===== src/hw/rtl/qrs_pkg.sv =====
`timescale 1ns / 1ps
// Shared constants, command and status types for the quadtree region splitter.
// No dependencies; used by the input and output interfaces, controller, datapath and top level.
package qrs_pkg;
  localparam int MAX_WIDTH     = 64;
  localparam int MAX_HEIGHT    = 64;
  localparam int STACK_DEPTH   = 19;
  localparam int RESET_CHANNEL = 48;
  localparam int CHAN_MAX      = 255;
  localparam int CHILDREN      = 4;

  localparam int X_W    = $clog2(MAX_WIDTH);
  localparam int Y_W    = $clog2(MAX_HEIGHT);
  localparam int SIZE_W = 7;
  localparam int LVL_W  = 3;
  localparam int ADDR_W = X_W + Y_W;
  localparam int DEPTH  = MAX_WIDTH * MAX_HEIGHT;
  localparam int CNT_W  = $clog2(DEPTH + 1);
  localparam int SUM_W  = 8 + ADDR_W;
  localparam int SP_W   = $clog2(STACK_DEPTH + 1);
  localparam int SI_W   = $clog2(STACK_DEPTH);
  localparam int DIV_W  = 3;

  localparam logic [1:0] REG_IMAGE_WIDTH  = 2'd0;
  localparam logic [1:0] REG_IMAGE_HEIGHT = 2'd1;
  localparam logic [1:0] REG_THRESHOLD    = 2'd2;
  localparam logic [1:0] REG_MIN_SIZE     = 2'd3;

  localparam logic CMD_WRITE = 1'b0;
  localparam logic CMD_FETCH = 1'b1;

  typedef struct packed {
    logic [X_W-1:0]    x;
    logic [Y_W-1:0]    y;
    logic [SIZE_W-1:0] w;
    logic [SIZE_W-1:0] h;
    logic [LVL_W-1:0]  level;
  } region_t;

  typedef struct packed {
    logic clear_step;
    logic write_pixel;
    logic start_walk;
    logic pop;
    logic split;
    logic div_start;
    logic div_step;
    logic emit;
  } cmd_t;

  typedef struct packed {
    logic clear_last;
    logic need_root;
    logic scan_done;
    logic leaf;
    logic div_last;
    logic out_free;
  } stat_t;
endpackage


===== src/hw/rtl/qrs_ctrl.sv =====
`timescale 1ns / 1ps
// Controller state machine: sequences clear, scan, split, divide and emit.
// Depends on qrs_pkg.
module qrs_ctrl (
  input  logic           clk,
  input  logic           rst,
  input  logic           in_valid,
  input  logic           in_command,
  output logic           in_ready,
  input  qrs_pkg::stat_t stat,
  output qrs_pkg::cmd_t  cmd
);
  localparam logic [2:0] S_CLEAR  = 3'd0;
  localparam logic [2:0] S_IDLE   = 3'd1;
  localparam logic [2:0] S_POP    = 3'd2;
  localparam logic [2:0] S_SCAN   = 3'd3;
  localparam logic [2:0] S_DECIDE = 3'd4;
  localparam logic [2:0] S_DIV    = 3'd5;
  localparam logic [2:0] S_EMIT   = 3'd6;

  logic [2:0] state, state_next;
  logic       acc;

  assign in_ready = (state == S_IDLE);
  assign acc      = in_valid && in_ready;

  always_comb begin
    state_next = state;
    cmd        = '0;
    case (state)
      S_CLEAR: begin
        cmd.clear_step = 1'b1;
        if (stat.clear_last) state_next = S_IDLE;
      end
      S_IDLE: begin
        if (acc && in_command == qrs_pkg::CMD_WRITE) cmd.write_pixel = 1'b1;
        if (acc && in_command == qrs_pkg::CMD_FETCH) begin
          cmd.start_walk = stat.need_root;
          state_next     = S_POP;
        end
      end
      S_POP: begin
        cmd.pop    = 1'b1;
        state_next = S_SCAN;
      end
      S_SCAN: begin
        if (stat.scan_done) state_next = S_DECIDE;
      end
      S_DECIDE: begin
        if (stat.leaf) begin
          cmd.div_start = 1'b1;
          state_next    = S_DIV;
        end else begin
          cmd.split  = 1'b1;
          state_next = S_POP;
        end
      end
      S_DIV: begin
        cmd.div_step = 1'b1;
        if (stat.div_last) state_next = S_EMIT;
      end
      S_EMIT: begin
        if (stat.out_free) begin
          cmd.emit   = 1'b1;
          state_next = S_IDLE;
        end
      end
      default: state_next = S_IDLE;
    endcase
  end

  always_ff @(posedge clk) begin
    if (rst) state <= S_CLEAR;
    else state <= state_next;
  end
endmodule


===== config.mk =====
export PLATFORM = sky130hd
export DESIGN_NAME = qrs_ctrl
export DESIGN_NICKNAME = d
export VERILOG_FILES = /design/src/hw/rtl/qrs_pkg.sv /design/src/hw/rtl/qrs_ctrl.sv
export SDC_FILE = /design/constraint.sdc
export NUM_CORES = 1
export LEC_CHECK = 0
export BUFFER_PORTS_ARGS = -buffer_cell sky130_fd_sc_hd__buf_2
export CORE_AREA = 5 5 42 44
export CTS_BUF_LIST = sky130_fd_sc_hd__clkbuf_4 sky130_fd_sc_hd__clkbuf_8
export DETAILED_ROUTE_END_ITERATION = 16
export DIE_AREA = 0 0 47 49
export PLACE_DENSITY = 0.52
export SYNTH_ARGS = -nofsm -noshare
export SYNTH_HDL_FRONTEND = slang
export SYNTH_SLANG_ARGS = --single-unit

===== constraint.sdc =====
create_clock -name clk -period 1.46 [get_ports clk]
set_input_delay 0.146 -clock clk [delete_from_list [all_inputs] [get_ports clk]]
set_output_delay 0.146 -clock clk [all_outputs]
set_load 0.05 [all_outputs]

==> impl_metrics.toml <==
[status]
status = "complete, no violations"

[job]
cap_viol_max_count = 0

[global_route]
grt_max_degree = 11
grt_pass1_wl_um = 1390
antenna_found_initial = 0
grt_usage_pct = 8.10
gr-total-overflow = 0
grt_pass1_vias = 352

[layout]
drive_above_1_share_pct = 72.3
post-route-util_pct = 42.2
largest_register_ffs = 3
nNetsFinal = 76
top_regs = "state: 3 flops"
areaGrowthSynthToFinish_pct = 88.4
design_area_um2 = 592
n_antenna_cell = 0
top_register = "state"

[synthesis]
syn_inst = 40
syn_area_um2 = 314
synth-edff-count = 0
syn_nets = 50
yosysSeqAreaShare_pct = 19.1
synth_flop_cell = "dfxtp_1"
ys_ff_latch = 3
synth_cell_types = 23
yosysWarningCount = 0
async_reset_ff_share_pct = 0
syn_avg_cell_area_um2 = 7.85

[clocking]
clock-sinks = 3
htree_levels = 1
clk_latency_ns = 0.23
cts.path.max_buffers = 2
cts_tree = "built"
clockRootBuffer = "clkbuf_4"
path_clk_slew_ns = 0.03
holdBufCountCts = 0
cts_buffers = 3

[floorplan]
die_area_mm2 = 0.00230
die_y_um = 49
io_pins = 19
placementRows = 14
die_x_um = 47
coreArea_mm2 = 0.00140
start_util_pct = 22.4

[detailed_routing]
wl_met1_um = 395
wl_met2_um = 449
via_per_inst = 4.63
drt_pass1_iterations = 4
vias = 375
wl_met3_um = 30
antenna_left = 0
wl_per_cell_um = 10.8
wl_um = 875
drtIter0Drc = 4
highest_layer = "met3"
route.detailed.drc = 0

[critical_path]
cp_top_family = "buffers and inverters"
startpoint_type = "flip-flop"
cp-end-kind = "primary output"
cp_slowest_stage_delay_ns = 0.37
crit_type = "reg2out"
path_common_cell = "buf_4"
rr_startpoint = "state[0]$_SDFFE_PP0P_"
r2r-end = "state[1]$_SDFFE_PP0P_"
cpMaxStageDelayCell = "dfxtp_4"
arrival_ns = 1.25
crit_buf_inv = 2
cp_cell_sequence = "buf_4, nor4b_2, buf_4"
required_ns = 1.31
rrSetupSlack_ns = 0.08
cp_max_fo = 9
r2r_cells = 5

[worst_hold_path]
worstHoldStart = "rst"
whs_path_depth = 2
hold_path_class = "in2reg"
min_to = "state[2]$_SDFFE_PP0P_"

[sta]
setup_viol = 0
max_freq_mhz = 718
period_share_pct = 95.4
final_hold_viol_count = 0
worst_pin_slew_ns = 0.351
timing.final.crit_period_ns = 1.39
grt_setup_unrepaired = "false"
slew_viol_final = 0
finalClockSkew_ns = 0.000173
slew_headroom_pct = 76.3

[place]
post_dp_cell_area_um2 = 509
hpwl_um = 665
portBuffers = 18
routabilityCongestion = 0.744

[power]
p_leak_uw = 0.000241
ir_worst_vdd_v = 0.000944
power_uw = 1190
p_per_area_mw_per_mm2 = 2010
## timing repair
item	in CTS	in global routing
setup endpoints to repair	7	6
buffers inserted	1	0
gates resized for setup	7	7
pin swaps	0	1
## synthesized netlist by cell type (2+ instances only)
library cell	number	share of area, %
nand2_1	6	7.2
dfxtp_1	3	19
nor3_1	3	4.8
o21ai_0	3	4.8
a21oi_1	2	3.2
buf_4	2	4.8
nor2_1	2	2.4
nor3b_1	2	4.8
nor3b_2	2	8.0
o31ai_1	2	4.8
## layout by cell type, fill, tap and decap left out, types with 2 or more instances in the layout
master / instances
a21oi_1: 2
dfxtp_4: 2
buf_4: 9
clkbuf_4: 6
nand2_1: 5
buf_2: 12
nor2_4: 2
nor3b_4: 2
nor3_2: 2
o21ai_0: 3
## how the worst max path moves through the flow
| stage | start | end | slack, ns | depth (start not counted) |
|---|---|---|---|---|
| global placement | state[1]$_SDFFE_PP0P_ | state[1]$_SDFFE_PP0P_ | 0.08 | 4 |
| floorplan | state[2]$_SDFFE_PP0P_ | cmd[3] | -0.20 | 2 |
| finish | state[1]$_SDFFE_PP0P_ | cmd[3] | 0.07 | 3 |
| global route | state[1]$_SDFFE_PP0P_ | cmd[3] | 0.003 | 3 |
| CTS | state[0]$_SDFFE_PP0P_ | in_ready | 0.02 | 3 |
| detailed placement | state[1]$_SDFFE_PP0P_ | state[1]$_SDFFE_PP0P_ | 0.05 | 4 |
## logic make-up after synthesis
logic type | count (synthesis) | synth area share [%]
buffers and inverters | 4 | 7.57
DFF | 3 | 19.1
and+or+nand+nor | 22 | 47.4
AOI/OAI and AO/OA | 11 | 25.9
## metrics by stage
step           std cells  setup TNS (ns)  hold slack [ns]  worst slack [ns]
6_report              81               0            0.128            0.0672
2_1_floorplan         40          -0.493            0.215            -0.200
3_3_place_gp          76               0            0.357            0.0807
3_5_place_dp          76               0            0.356            0.0488
5_1_grt               81               0            0.131           0.00300
4_1_cts               81               0            0.106            0.0229
## layout make-up
cell class,instances,area (um^2)
Timing Repair Buffer,24,154
Fill cell,144,810
Tap cell,16,20.0
Multi-Input combinational cell,33,315
Inverter,1,3.75
Sequential cell,3,68.8
Clock buffer,4,30.0
## where the power goes
part	switching (uW)	internal (uW)
logic	482	337
clock network	38.1	121
registers	80.9	133
total	601	590
## metal layers
| metal | up-vias | global-route usage (%) |
|---|---|---|
| li1 | 201 | - |
| met4 | 0 | 2.76 |
| met3 | 0 | 3.32 |
| met1 | 167 | 10.5 |
| met5 | - | 0 |
| met2 | 7 | 11.8 |
Note: power is estimated with default switching activity, not from simulation.
